==> src/hdl/nsb_pkg.sv <==
// ----------------------------------------------------------------------------
// nsb_pkg
// Shared types and constants for the nibble sprite blitter.
// ----------------------------------------------------------------------------
package nsb_pkg;

   localparam int ADDR_W  = 15;
   localparam int COLOR_W = 4;
   localparam int CSR_IDX_W  = 3;
   localparam int CSR_DATA_W = 10;

   localparam logic [7:0] LOW_NIBBLE  = 8'h0F;
   localparam logic [7:0] HIGH_NIBBLE = 8'hF0;

   // register indexes
   localparam logic [CSR_IDX_W-1:0] REG_DEST_X        = 3'd0;
   localparam logic [CSR_IDX_W-1:0] REG_DEST_Y        = 3'd1;
   localparam logic [CSR_IDX_W-1:0] REG_SPRITE_WIDTH  = 3'd2;
   localparam logic [CSR_IDX_W-1:0] REG_SPRITE_HEIGHT = 3'd3;
   localparam logic [CSR_IDX_W-1:0] REG_CLIP_WIDTH    = 3'd4;
   localparam logic [CSR_IDX_W-1:0] REG_CLIP_HEIGHT   = 3'd5;
   localparam logic [CSR_IDX_W-1:0] REG_TRANSPARENT   = 3'd6;

   typedef struct packed {
      logic signed [9:0] dest_x;
      logic signed [9:0] dest_y;
      logic [7:0]        sprite_width;
      logic [7:0]        sprite_height;
      logic [7:0]        clip_width;
      logic [7:0]        clip_height;
      logic [3:0]        transparent;
   } cfg_type;

   typedef struct packed {
      logic [ADDR_W-1:0]  addr;
      logic [COLOR_W-1:0] color;
      logic               upper;
   } pix_type;

   typedef struct packed {
      logic    en;
      pix_type pix;
   } wr_type;

endpackage

==> src/hdl/nsb_csr.sv <==
// ----------------------------------------------------------------------------
// nsb_csr
// Configuration registers; any write to a used index also restarts the sprite cursor.
// ----------------------------------------------------------------------------
module nsb_csr (
   input  logic                              clock,
   input  logic                              reset,
   input  logic                              csr_valid,
   output logic                              csr_ready,
   input  logic [nsb_pkg::CSR_IDX_W-1:0]     csr_index,
   input  logic [nsb_pkg::CSR_DATA_W-1:0]    csr_data,
   output nsb_pkg::cfg_type                  cfg,
   output logic                              restart
);

   nsb_pkg::cfg_type cfg_ff, cfg_in;
   logic             hit;

   assign csr_ready = 1'b1;

   always_comb begin
      cfg_in = cfg_ff;
      hit    = 1'b1;
      unique case (csr_index)
         nsb_pkg::REG_DEST_X:        cfg_in.dest_x        = csr_data;
         nsb_pkg::REG_DEST_Y:        cfg_in.dest_y        = csr_data;
         nsb_pkg::REG_SPRITE_WIDTH:  cfg_in.sprite_width  = csr_data[7:0];
         nsb_pkg::REG_SPRITE_HEIGHT: cfg_in.sprite_height = csr_data[7:0];
         nsb_pkg::REG_CLIP_WIDTH:    cfg_in.clip_width    = csr_data[7:0];
         nsb_pkg::REG_CLIP_HEIGHT:   cfg_in.clip_height   = csr_data[7:0];
         nsb_pkg::REG_TRANSPARENT:   cfg_in.transparent   = csr_data[3:0];
         default:                    hit                  = 1'b0;
      endcase
   end

   always_ff @(posedge clock) begin
      if (reset) begin
         cfg_ff.dest_x        <= 10'sd0;
         cfg_ff.dest_y        <= 10'sd0;
         cfg_ff.sprite_width  <= 8'd1;
         cfg_ff.sprite_height <= 8'd1;
         cfg_ff.clip_width    <= 8'd255;
         cfg_ff.clip_height   <= 8'd255;
         cfg_ff.transparent   <= 4'd0;
      end else if (csr_valid && hit) begin
         cfg_ff <= cfg_in;
      end
   end

   assign cfg     = cfg_ff;
   assign restart = csr_valid && hit;

   assert property (@(posedge clock) disable iff (reset)
      (csr_valid && !hit) |=> $stable(cfg_ff))
      else $error("write to unused index changed configuration");

endmodule

==> src/hdl/nsb_cursor.sv <==
// ----------------------------------------------------------------------------
// nsb_cursor
// Sprite column and row of the next source byte.
// ----------------------------------------------------------------------------
module nsb_cursor (
   input  logic             clock,
   input  logic             reset,
   input  logic             restart,
   input  logic             advance,
   input  nsb_pkg::cfg_type cfg,
   output logic [7:0]       col,
   output logic [7:0]       row
);

   logic [7:0] col_ff, col_in;
   logic [7:0] row_ff, row_in;
   logic [8:0] next_col;
   logic [8:0] next_row;

   always_comb begin
      next_col = {1'b0, col_ff} + 9'd2;
      next_row = {1'b0, row_ff} + 9'd1;
      col_in   = col_ff;
      row_in   = row_ff;
      if (next_col >= {1'b0, cfg.sprite_width}) begin
         col_in = 8'd0;
         if (next_row >= {1'b0, cfg.sprite_height}) begin
            row_in = 8'd0;
         end else begin
            row_in = next_row[7:0];
         end
      end else begin
         col_in = next_col[7:0];
      end
   end

   always_ff @(posedge clock) begin
      if (reset || restart) begin
         col_ff <= 8'd0;
         row_ff <= 8'd0;
      end else if (advance) begin
         col_ff <= col_in;
         row_ff <= row_in;
      end
   end

   assign col = col_ff;
   assign row = row_ff;

   assert property (@(posedge clock) disable iff (reset)
      col_ff[0] == 1'b0)
      else $error("cursor column is odd");

   assert property (@(posedge clock) disable iff (reset)
      restart |=> (col_ff == 8'd0 && row_ff == 8'd0))
      else $error("cursor not cleared by configuration write");

endmodule

==> src/hdl/nsb_pixel.sv <==
// ----------------------------------------------------------------------------
// nsb_pixel
// Visibility test and buffer address for one sprite pixel.
// ----------------------------------------------------------------------------
module nsb_pixel #(
   parameter int SCREEN_WIDTH  = 220,
   parameter int SCREEN_HEIGHT = 176
) (
   input  nsb_pkg::cfg_type             cfg,
   input  logic [8:0]                   col,
   input  logic [7:0]                   row,
   input  logic [nsb_pkg::COLOR_W-1:0]  color,
   output nsb_pkg::wr_type              wr
);

   localparam int HALF_W = (SCREEN_WIDTH + 1) / 2;

   logic [11:0] sx;
   logic [11:0] sy;
   logic        in_sprite;
   logic        in_clip;
   logic        on_screen;
   logic [20:0] prod;
   logic [20:0] addr_full;

   always_comb begin
      sx = {{2{cfg.dest_x[9]}}, cfg.dest_x} + {3'b000, col};
      sy = {{2{cfg.dest_y[9]}}, cfg.dest_y} + {4'b0000, row};
      in_sprite = (col < {1'b0, cfg.sprite_width}) && (row < cfg.sprite_height);
      in_clip   = (col < {1'b0, cfg.clip_width}) && (row < cfg.clip_height);
      on_screen = !sx[11] && (sx < 12'(SCREEN_WIDTH)) &&
                  !sy[11] && (sy < 12'(SCREEN_HEIGHT));
      prod      = 21'(sy[9:0]) * 21'(HALF_W);
      addr_full = prod + 21'(sx[10:1]);
      wr.en        = in_sprite && in_clip && on_screen && (color != cfg.transparent);
      wr.pix.addr  = addr_full[nsb_pkg::ADDR_W-1:0];
      wr.pix.color = color;
      wr.pix.upper = !sx[0];
   end

endmodule

==> src/hdl/nsb_drain.sv <==
// ----------------------------------------------------------------------------
// nsb_drain
// Result register holding up to two nibble writes of one byte, sent in order.
// ----------------------------------------------------------------------------
module nsb_drain (
   input  logic                             clock,
   input  logic                             reset,
   input  logic                             load,
   input  nsb_pkg::wr_type                  w0,
   input  nsb_pkg::wr_type                  w1,
   output logic                             room,
   output logic                             rsp_valid,
   input  logic                             rsp_ready,
   output logic [nsb_pkg::ADDR_W-1:0]       rsp_buffer_address,
   output logic [nsb_pkg::COLOR_W-1:0]      rsp_pixel_color,
   output logic                             rsp_upper_nibble,
   output logic                             rsp_last_of_item
);

   logic             v0_ff, v1_ff;
   nsb_pkg::pix_type d0_ff, d1_ff;
   nsb_pkg::pix_type shown;
   logic             pop;

   assign rsp_valid = v0_ff || v1_ff;
   assign pop       = rsp_valid && rsp_ready;
   assign room      = (!v0_ff && !v1_ff) || ((v0_ff ^ v1_ff) && rsp_ready);
   assign shown     = v0_ff ? d0_ff : d1_ff;

   assign rsp_buffer_address = shown.addr;
   assign rsp_pixel_color    = shown.color;
   assign rsp_upper_nibble   = shown.upper;
   assign rsp_last_of_item   = !(v0_ff && v1_ff);

   always_ff @(posedge clock) begin
      if (reset) begin
         v0_ff <= 1'b0;
         v1_ff <= 1'b0;
      end else if (load) begin
         v0_ff <= w0.en;
         v1_ff <= w1.en;
      end else if (pop) begin
         if (v0_ff) begin
            v0_ff <= 1'b0;
         end else begin
            v1_ff <= 1'b0;
         end
      end
   end

   always_ff @(posedge clock) begin
      if (load) begin
         d0_ff <= w0.pix;
         d1_ff <= w1.pix;
      end
   end

   assert property (@(posedge clock) disable iff (reset)
      load |-> room)
      else $error("result register overwritten");

   assert property (@(posedge clock) disable iff (reset)
      (rsp_valid && !rsp_last_of_item) |-> v1_ff)
      else $error("non-final write with no write behind it");

endmodule

==> src/hdl/nibble_sprite_blitter.sv <==
// ----------------------------------------------------------------------------
// nibble_sprite_blitter
// Color-keyed 4bpp sprite blit with clipping into a packed frame buffer.
// ----------------------------------------------------------------------------
// first write of a byte leaves the result register, fed by the input register
// throughput: one byte per cycle while rsp_ready is high and bytes cause
//   at most one write each; a two-write byte holds the result register until both are sent
// the single result port sets the rate, one write per cycle while rsp_ready is high
// reset: positions zero, configuration to defaults, pipeline empty
module nibble_sprite_blitter #(
   parameter int SCREEN_WIDTH  = 220,
   parameter int SCREEN_HEIGHT = 176
) (
   input  logic                             clock,
   input  logic                             reset,
   input  logic                             req_valid,
   output logic                             req_ready,
   input  logic [7:0]                       req_source_byte,
   output logic                             rsp_valid,
   input  logic                             rsp_ready,
   output logic [nsb_pkg::ADDR_W-1:0]       rsp_buffer_address,
   output logic [nsb_pkg::COLOR_W-1:0]      rsp_pixel_color,
   output logic                             rsp_upper_nibble,
   output logic                             rsp_last_of_item,
   input  logic                             csr_valid,
   output logic                             csr_ready,
   input  logic [nsb_pkg::CSR_IDX_W-1:0]    csr_index,
   input  logic [nsb_pkg::CSR_DATA_W-1:0]   csr_data
);

   nsb_pkg::cfg_type cfg;
   nsb_pkg::wr_type  w0, w1;
   logic             restart;
   logic             accept;
   logic             room;
   logic             advance;
   logic [7:0]       cur_col, cur_row;

   logic             valid_ff;
   logic [7:0]       byte_ff;
   logic [7:0]       col_ff;
   logic [7:0]       row_ff;

   assign advance   = valid_ff && room;
   assign req_ready = !valid_ff || room;
   assign accept    = req_valid && req_ready;

   nsb_csr u_csr (
      .clock     (clock),
      .reset     (reset),
      .csr_valid (csr_valid),
      .csr_ready (csr_ready),
      .csr_index (csr_index),
      .csr_data  (csr_data),
      .cfg       (cfg),
      .restart   (restart)
   );

   nsb_cursor u_cursor (
      .clock   (clock),
      .reset   (reset),
      .restart (restart),
      .advance (accept),
      .cfg     (cfg),
      .col     (cur_col),
      .row     (cur_row)
   );

   // input register
   always_ff @(posedge clock) begin
      if (reset) begin
         valid_ff <= 1'b0;
      end else if (accept) begin
         valid_ff <= 1'b1;
      end else if (advance) begin
         valid_ff <= 1'b0;
      end
   end

   always_ff @(posedge clock) begin
      if (accept) begin
         byte_ff <= req_source_byte;
         col_ff  <= cur_col;
         row_ff  <= cur_row;
      end
   end

   nsb_pixel #(
      .SCREEN_WIDTH  (SCREEN_WIDTH),
      .SCREEN_HEIGHT (SCREEN_HEIGHT)
   ) u_pixel_left (
      .cfg   (cfg),
      .col   ({1'b0, col_ff}),
      .row   (row_ff),
      .color (4'((byte_ff & nsb_pkg::HIGH_NIBBLE) >> 4)),
      .wr    (w0)
   );

   nsb_pixel #(
      .SCREEN_WIDTH  (SCREEN_WIDTH),
      .SCREEN_HEIGHT (SCREEN_HEIGHT)
   ) u_pixel_right (
      .cfg   (cfg),
      .col   ({1'b0, col_ff} + 9'd1),
      .row   (row_ff),
      .color (4'(byte_ff & nsb_pkg::LOW_NIBBLE)),
      .wr    (w1)
   );

   nsb_drain u_drain (
      .clock              (clock),
      .reset              (reset),
      .load               (advance),
      .w0                 (w0),
      .w1                 (w1),
      .room               (room),
      .rsp_valid          (rsp_valid),
      .rsp_ready          (rsp_ready),
      .rsp_buffer_address (rsp_buffer_address),
      .rsp_pixel_color    (rsp_pixel_color),
      .rsp_upper_nibble   (rsp_upper_nibble),
      .rsp_last_of_item   (rsp_last_of_item)
   );

   assert property (@(posedge clock) disable iff (reset)
      (valid_ff && !room) |=> (valid_ff && $stable(byte_ff)))
      else $error("stalled byte lost from input register");

   assert property (@(posedge clock) disable iff (reset)
      (advance && (w0.en || w1.en)) |=> rsp_valid)
      else $error("visible pixel produced no write");

endmodule
==> config.mk <==
export PLATFORM = sky130hd
export DESIGN_NAME = nibble_sprite_blitter
export DESIGN_NICKNAME = d
export VERILOG_FILES = /design/src/hdl/nsb_pkg.sv /design/src/hdl/nsb_csr.sv /design/src/hdl/nsb_cursor.sv /design/src/hdl/nsb_pixel.sv /design/src/hdl/nsb_drain.sv /design/src/hdl/nibble_sprite_blitter.sv
export SDC_FILE = /design/constraint.sdc
export NUM_CORES = 1
export LEC_CHECK = 0
export ABC_AREA = 1
export BUFFER_PORTS_ARGS = -buffer_cell sky130_fd_sc_hd__clkbuf_2
export CELL_PAD_IN_SITES_DETAIL_PLACEMENT = 2
export CELL_PAD_IN_SITES_GLOBAL_PLACEMENT = 2
export CORE_ASPECT_RATIO = 0.6
export CORE_UTILIZATION = 30
export CTS_BUF_LIST = sky130_fd_sc_hd__clkbuf_16
export DETAILED_ROUTE_END_ITERATION = 10
export PLACE_DENSITY = 0.78
export REMOVE_ABC_BUFFERS = 1
export SETUP_SLACK_MARGIN = 0.05
export SLEW_MARGIN = 10
export SYNTH_ARGS = -nofsm -noshare
export SYNTH_HDL_FRONTEND = slang
export SYNTH_SLANG_ARGS = --single-unit
==> constraint.sdc <==
create_clock -name clock -period 5.8 [get_ports clock]
set_input_delay 0.87 -clock clock [delete_from_list [all_inputs] [get_ports clock]]
set_output_delay 0.87 -clock clock [all_outputs]
set_load 0.03 [all_outputs]
## Word level (Yosys, flattened, before mapping)

Index checks and enable logic that the tools add are counted.
W data, S select, Z words.

- Bits in writable memories: 0
- Memories kept: 0
- Bits of input ports: 26
- Flip-flop bits (word level): 139
- Word-level logic and storage cells: 111
- Bits in latches: 0
- Memory bits (read-only): 0
- Output and inout port bits: 24

- $lt $le $gt $ge: 11
- Multipliers: 1
- Shifts and indexed selects: 0
- $add $sub $neg: 8
- Div/mod/pow operators: 0
- Bitwise logic cells: 1
- Equal/unequal tests: 9
- Muxes and demuxes: 11
- Reduce and logical (&&, ||, !) cells: 49

Operator list:

| operator | count |
|---|---|
| $lt A12 B8 Y1 const B | 3 |
| $lt A8 B8 Y1 | 4 |
| $add A15 B10 Y15 | 2 |
| $logic_and A1 B1 Y1 | 23 |
| $add A10 B9 Y11 | 2 |
| $mux W20 | 1 |
| $add A8 B1 Y9 const B | 2 |
| $ge A9 B8 Y1 | 2 |
| $lt A9 B8 Y1 | 2 |
| $reduce_and A2 Y1 | 9 |
| $mux W8 | 2 |
| $mul A10 B6 Y14 const B | 1 |
| $add A10 B10 Y11 | 1 |
| $add A8 B2 Y9 const B | 1 |
| $eq A3 B3 Y1 const B | 3 |
| $logic_not A1 Y1 | 9 |
| $mux W1 | 8 |
| $ne A4 B4 Y1 | 2 |
| $reduce_or A7 Y1 | 1 |
| $eq A3 B2 Y1 const B | 2 |
| $logic_or A1 B1 Y1 | 4 |
| $reduce_bool A2 Y1 | 2 |
| $eq A3 B1 Y1 const B | 1 |
| $logic_not A3 Y1 | 1 |
| other kinds (2) | 2 |

## Depth between registers and ports, before layout

Gate-level depths: netlist of the first run.

- Word-level depth: 9
- Gate-level depth with buffers: 28
- Gate-level depth less buffers: 28

## Modules after synthesis

From an unflattened synthesis of the first run, not the netlist that was laid out.

- Cells, all modules: 1843
- Area total of the unflattened synthesis: 13402.9 um2

By module, submodules not included:

| module | area each (um2) | times used | cells each | seq. area each (um2) |
|---|---|---|---|---|
| nsb_pixel (u_pixel_left) | 3628.5 | 1 | 566 | 0.0 |
| nsb_pixel (u_pixel_right) | 3598.5 | 1 | 556 | 0.0 |
| nsb_csr | 2199.6 | 1 | 315 | 1121.1 |
| nsb_drain | 1595.3 | 1 | 124 | 1241.2 |
| nsb_cursor | 1457.6 | 1 | 219 | 300.3 |
| nibble_sprite_blitter | 923.4 | 1 | 63 | 740.7 |

## Worst setup path after synthesis of the first run

OpenSTA, ideal clock, no wires.

- Path kind: register -> register
- Start: reg row_ff[0]
- End: reg u_drain.d0_ff[17] (netlist bit), data pin
- Stages on the path, launching flop included: 26
- Clock period less this slack: 5.176 ns
- Data arrival time: 4.911 ns
- Path slack: 0.624 ns
- Cells stage by stage: edfxtp_1 > ha_1 > inv_1 > fa_1 > inv_1 > nand2_1 > o21ai_1 > xor2_1 > nand2_1 > nand2_1 > xor2_1 > fa_1 > fa_1 > inv_1 > ha_1 > nand2_1 > nand2_1 > a31oi_1 > xor2_1 > ha_1 > nand2_1 > nor3_1 > nand3_1 > o2111ai_1 > nand2_1 > xor2_1

RTL lines:

| item | RTL line | source |
|---|---|---|
| from (decl) | nibble_sprite_blitter.sv:42 | `logic [7:0] row_ff;` |
| from (signal assigned) | nibble_sprite_blitter.sv:84 | `row_ff <= cur_row;` |
| to (signal assigned) | nsb_drain.sv:53 | `d0_ff <= w0.pix;` |
| to (decl) | nsb_drain.sv:21 | `nsb_pkg::pix_type d0_ff, d1_ff;` |

==> flow_summary_export.csv, run 1 <==
group,metric,value,unit
yosys,post-synth-top-count-cell,"nand2_1",
route,drtPass1Iterations,5,
die,die_h,143.7,µm
route,avgViaCountPerCell,4.917,
route,num_vias,8919,
die,core,32670,µm²
sta,setup_ws,0.1220,ns
yosys,synth.distinct_cells,41,
critical_path,cp_max_fo,5,
yosys,synthSimpleGateAreaFrac,20.38,%
yosys,yosysWarningCount,0,
finish,fillers,3754,
die,dieArea,34250,µm²
cts,numCtsBuffers,17,
critical_path,crit_required,6.00,ns
yosys,yosysTopAreaCell,"edfxtp_1",
sta,fmaxAchievable,0.1761,GHz
cts,insertion_delay,0.45,ns
die,die_x,238.2,µm
critical_path,reg2reg_depth,26,
yosys,ys_seq_elements,137,
cts,tritoncts,"done",
yosys,syn_inst,1280,
critical_path,crit_path_end_kind,"flop",
yosys,synthMuxAreaShare,0,%
global_routing,grt_pass1_vias,9813,
route,routed_wirelength,36.13,mm
yosys,synth_xor_area_share,5.742,%
finish,nets,1525,
yosys,synth_top_family_by_area,"simple AND/OR/NAND/NOR gates",
pwr,p_leak,5.713,nW
yosys,synth.area.top_cells,"edfxtp_1 19%, ha_1 16%, dfxtp_1 15%",
yosys,synth-main-ff-cell,"dfxtp_1",
route,final_antenna_net_count,0,
sta,finalHoldViolCount,0,
global_routing,grt_start_max_net_pins,58,
yosys,synth_common_cells,"287 x nand2_1, 197 x inv_1, 128 x ha_1",
yosys,postSynthAreaPerCell,7.848,µm²
yosys,synth-compound-area-share,11.28,%
cts,numClockSinks,137,
status,status,"finished clean",
route,wl_per_cell,19.92,µm
sta,fin_tns_setup,0,ns
sta,clock_skew,0.007269,ns
yosys,async_reset_ff_share,0,%
yosys,synth_edf_count,63,
placement,io_buffer_count,48,
route,drc_errors,0,
placement,gp_congestion,0.8045,
placement,hpwl,27.29,mm
cts,clockRootBuffer,"clkbuf_16",
hold_path,hp-class,"reg -> reg",
route,drtIter0Drc,433,
pwr,ir_drop,0.0002123,V
pwr,p_per_area,437.4,nW/µm²
critical_path,crit_arrival,5.88,ns
die,start_util,30.75,%
global_routing,antenna_found_initial,2,
sta,period_share,97.90,%
placement,dp_slack,-0.1781,ns
cts,cts.clk_slew.worst_paths,0.06,ns
cts,ctsLongestPathBuffers,2,
critical_path,start_kind,"flop",
global_routing,grt_pass1_wl,55.29,mm
global_routing,gr-usage-all-layers,21.28,%
sta,setup_violations,0,
yosys,synth_area,10050,µm²
hold_path,hold_depth,2,
finish,final_util,36.34,%
sta,rsz0062_at_grt,"true",
critical_path,r2r-end,"u_drain.d1_ff[18]",
hold_path,min_from,"u_csr.cfg[27]",
finish,area_growth,18.20,%
cts,hold_buffers,0,
sta,relSlewSlack,20.79,%
critical_path,path_class,"reg -> reg",
sta,slew_viol_final,0,
critical_path,reg2reg_from,"row_ff[0]",
yosys,yosysSeqAreaShare,33.58,%
yosys,synth_top_area_share,18.83,%
sta,post-route-min-period,5.678,ns
global_routing,grt_overflow,0,
job,max-cap-violations,0,
hold_path,holdPathEnd,"u_csr.cfg[27]",
cts,h-tree-depth,4,
finish,layout-drive-gt1-share,13.00,%
die,ios,50,
die,num_rows,51,
yosys,synthAdderAreaFrac,20.33,%
sta,worst_slew_pin_slew,1.184,ns
critical_path,ff2ff_setup_slack,0.12,ns
[what timing repair did]
action,4_1_cts,5_1_grt
pin swaps,4,11
endpoints found under the setup margin,12,14
setup buffers,2,13
gates resized for setup,13,40
[state kept, by name, summed over array words and instances, names as in the netlist]
signal,cells
u_cursor.col,7
row_ff,8
u_cursor.row,8
u_drain.d1_ff,20
u_drain.d0_ff,20
col_ff,7
u_csr.cfg,56
u_drain.v0_ff,1
valid_ff,1
byte_ff,8
u_drain.v1_ff,1
[final cells by class]
class / instances / area (µm²) / share of cell area (%)
Multi-Input combinational cell: 913 / 6152 / 51.81
Sequential cell: 137 / 3373 / 28.41
Inverter: 208 / 783.3 / 6.596
Tap cell: 450 / 563.0 / 4.742
Clock buffer: 18 / 450.4 / 3.793
Timing Repair Buffer: 72 / 420.4 / 3.541
Clock inverter: 14 / 126.4 / 1.064
Antenna cell: 2 / 5.005 / 0.04215
[report_power, final]
part	switching [mW]	total, mW	internal (mW)
logic	1.81	2.80	0.987
clock network	0.470	1.12	0.650
registers	0.0505	1.27	1.22
[worst max-delay path by stage]
stage | from | end | slack (ns) | cells past startpoint
floorplan | row_ff[0] | u_drain.d0_ff[17] | 0.62 | 25
global placement | row_ff[0] | u_drain.d0_ff[17] | 0.28 | 25
detailed placement | row_ff[0] | u_drain.d0_ff[17] | -0.18 | 25
CTS | row_ff[0] | u_drain.d1_ff[17] | 0.04 | 25
global route | row_ff[0] | u_drain.d1_ff[18] | -0.15 | 26
finish | row_ff[0] | u_drain.d1_ff[18] | 0.12 | 26
[metal layers]
metal / share of wire [%] / up-vias / routed length, µm / global-route usage, %
met5: 0 / - / 0 / 0
met4: 1.7 / 0 / 620 / 6.174
met3: 3.6 / 38 / 1305 / 4.264
met2: 45 / 115 / 16430 / 34.14
met1: 49 / 4468 / 17770 / 28.91
li1: - / 4298 / - / -
[critical path: stages, from the launching register on]
cell and delay [ns]:
edfxtp_1 0.43, ha_4 0.16, inv_1 0.05, fa_2 0.36
inv_2 0.10, nand2_1 0.11, o21ai_2 0.21, xor2_2 0.21
buf_4 0.16, ha_2 0.32, xnor2_2 0.22, ha_1 0.29
fa_1 0.54, ha_4 0.35, nand2_1 0.13, o21ai_4 0.19
buf_4 0.15, xor2_2 0.28, ha_1 0.23, nand2_1 0.10
inv_1 0.08, nand4_1 0.10, o211ai_1 0.21, nand3_2 0.14
nand2_2 0.09, nand2_1 0.07, xor2_1 0.14
[cells by family after synthesis]
group,count (synthesis)
and+or+nand+nor,493
DFF,137
xor gates and xnor gates,62
buffers and inverters,230
other,1
adders and majority gates,150
AOI/OAI and AO/OA,207
[placed cells by master, fill, tap and decap left out, types with 12 or more instances in the layout]
| master | n |
|---|---|
| a21oi_1 | 103 |
| buf_4 | 24 |
| clkbuf_16 | 18 |
| clkbuf_2 | 48 |
| dfxtp_1 | 74 |
| edfxtp_1 | 63 |
| fa_1 | 21 |
| ha_1 | 114 |
| inv_1 | 195 |
| inv_2 | 12 |
| nand2_1 | 283 |
| nand3_1 | 56 |
| nor2_1 | 105 |
| o211ai_1 | 19 |
| o21ai_0 | 58 |
| xnor2_1 | 15 |
| xor2_1 | 38 |
[through the flow]
stage	power, mW	area (µm²)	hold slack [ns]	instances
2_1_floorplan	2.818	9960	0.4473	1258
3_3_place_gp	3.390	10840	0.4862	1765
3_5_place_dp	3.526	10840	0.4899	1765
4_1_cts	4.794	11510	0.5032	1799
5_1_grt	5.490	11870	0.5269	1812
6_report	5.194	11870	0.4937	1814
Power figures use the tool's default switching activity.
==> run 2: changes to the inputs <==
--- a/config.mk
+++ b/config.mk
@@ -15,3 +15,3 @@
 export DETAILED_ROUTE_END_ITERATION = 10
-export PLACE_DENSITY = 0.78
+export PLACE_DENSITY = 0.81
 export REMOVE_ABC_BUFFERS = 1
==> constraint.sdc (replaced) <==
create_clock -name clock -period 5 [get_ports clock]
set_input_delay 0.75 -clock clock [delete_from_list [all_inputs] [get_ports clock]]
set_output_delay 0.75 -clock clock [all_outputs]
set_load 0.02 [all_outputs]
==> run 2 against run 1 <==
  * The flow now finishes with violations (negative setup slack)
  * Final area increased by 13%
  * Clock skew up 0.0099 ns
  * Critical path depth is 2 higher
  * Utilization up 4.6 points
  * Clock power up 22%
  * Sequential share of layout area is 3.2 points lower
  * Final cell count rose by 6.7%
  * Power increased by 57%
  * Register-to-register slack worse by 0.72 ns
==> flow_summary_export.csv, run 2 (synthesis gave the netlist of run 1 again) <==
group,metric,value,unit
route,final_antenna_net_count,0,
job,max-cap-violations,0,
critical_path,crit_path_end_kind,"flop",
sta,worst_slew_pin_slew,1.262,ns
sta,rsz0062_at_grt,"true",
placement,io_buffer_count,48,
sta,finalHoldViolCount,0,
route,routed_wirelength,50.17,mm
cts,ctsLongestPathBuffers,2,
cts,hold_buffers,0,
placement,placed_cells,1864,
critical_path,crit_slowest_cell,"fa_1",
sta,setup_ws,-0.5948,ns
cts,numClockSinks,137,
critical_path,critPathMaxStageDelay,0.56,ns
sta,fin_tns_setup,-5.939,ns
critical_path,path_common_cell,"nand2_4",
global_routing,gr-usage-all-layers,27.44,%
critical_path,reg2reg_depth,28,
route,num_vias,10300,
cts,cts.clk_slew.worst_paths,0.08,ns
die,core,32670,µm²
global_routing,grt_overflow,0,
finish,final_area,13380,µm²
placement,dp_slack,-0.9182,ns
cts,insertion_delay,0.47,ns
global_routing,grt_start_max_net_pins,58,
cts,tritoncts,"done",
route,drc_errors,0,
sta,relSlewSlack,15.56,%
status,violations,"negative setup slack",
placement,hpwl,29.79,mm
cts,numCtsBuffers,17,
critical_path,ff2ff_setup_slack,-0.59,ns
critical_path,path_class,"reg -> reg",
sta,slew_viol_final,0,
finish,layout-drive-gt1-share,26.92,%
placement,gp_congestion,0.8559,
critical_path,endpoint,"u_drain.d1_ff[18]",
global_routing,grt_pass1_wl,68.88,mm
critical_path,cp_max_fo,3,
finish,largest_register_ffs,56,
sta,setup_violations,14,
pwr,ir_drop,0.0002811,V
finish,final_cell_mix,"252 x nand2_1, 179 x inv_1, 137 x buf_4",
finish,antenna_cells,0,
critical_path,r2r-end,"u_drain.d1_ff[18]",
finish,area_growth,33.17,%
die,ios,50,
critical_path,crit_required,5.21,ns
cts,h-tree-depth,4,
hold_path,hp-class,"in -> reg",
sta,period_share,111.9,%
status,status,"complete, but fails checks",
placement,dpl_cell_area,11580,µm²
finish,final_common_cell,"nand2_1",
sta,clock_skew,0.01720,ns
die,dieArea,34250,µm²
critical_path,start_kind,"flop",
sta,post-route-min-period,5.595,ns
die,die_h,143.7,µm
route,drtIter0Drc,709,
die,start_util,30.75,%
cts,clockRootBuffer,"clkbuf_16",
die,die_x,238.2,µm
critical_path,crit_arrival,5.80,ns
critical_path,cp-startpoint,"row_ff[0]",
finish,nets,1649,
sta,fmaxAchievable,0.1787,GHz
route,drtPass1Iterations,5,
global_routing,grt_pass1_vias,11140,
route,avgViaCountPerCell,5.318,
sta,hold_ws,0.4561,ns
die,num_rows,51,
pwr,p_leak,6.418,nW
route,wl_per_cell,25.91,µm
global_routing,antenna_found_initial,0,
critical_path,reg2reg_from,"row_ff[0]",
finish,fin_cells,1936,
pwr,p_per_area,609.9,nW/µm²
run 2: cell types whose count changed in the layout (fill, tap and decap cells not counted), sizes merged:
cell	previous run	this run
inv	210	213
diode	2	0
clkinvlp	2	1
buf	24	148
clkinv	8	6
run 2: critical path, delay by kind of cell, from the launching register on:
family                   cells  cell delay (ns)
XOR/XNOR                     4             0.57
AND/OR/NAND/NOR              9             1.11
buffers and inverters        6             0.60
AO/OA/AOI/OAI                3             0.56
flip-flops                   1             0.37
adder cells (fa/ha/maj)      6             2.10
run 2: final cells by class:
cell class                 instances  area, µm²
clock buffer                      18      450.4
clock inverter                    14      131.4
fill                            3662      19290
inverter                         208      790.8
multi-input combinational        913       6675
sequential                       137       3374
tap                              450      563.0
timing repair buffer             196       1393
run 2: timing repair:
action | CTS | global route
pin swaps | 61 | 45
endpoints found under the setup margin | 18 | 17
gates resized for setup | 119 | 65
buffers inserted | 23 | 19
run 2: layer usage:
metal | track usage (%) | up-vias | share of wire, %
li1 | - | 4549 | -
met1 | 33.02 | 5210 | 41
met2 | 47.69 | 378 | 49
met3 | 4.956 | 158 | 5.1
met4 | 12.99 | 0 | 5.1
met5 | 0 | - | 0
run 2: worst min-delay path by stage:
stage | slack [ns] | cells after the start | from | to
floorplan | 0.45 | 0 | byte_ff[4] | u_drain.d0_ff[1]
global placement | 0.47 | 2 | u_csr.cfg[12] | u_csr.cfg[12]
detailed placement | 0.49 | 0 | u_cursor.col[1] | col_ff[1]
CTS | 0.45 | 1 | req_source_byte[2] | byte_ff[2]
global route | 0.44 | 1 | req_source_byte[2] | byte_ff[2]
finish | 0.46 | 1 | req_source_byte[2] | byte_ff[2]
run 2: metrics by stage:
step | utilization, % | power (mW)
finish | 40.95 | 8.159
global placement | 35.45 | 4.561
detailed placement | 35.45 | 4.837
floorplan | - | 3.232
global route | 40.95 | 8.369
CTS | 39.61 | 7.133
run 2: where the power goes:
group	switching [mW]	internal, mW	total, mW
clock	0.612	0.758	1.37
sequential	0.0705	1.42	1.49
combinational	3.10	2.19	5.30
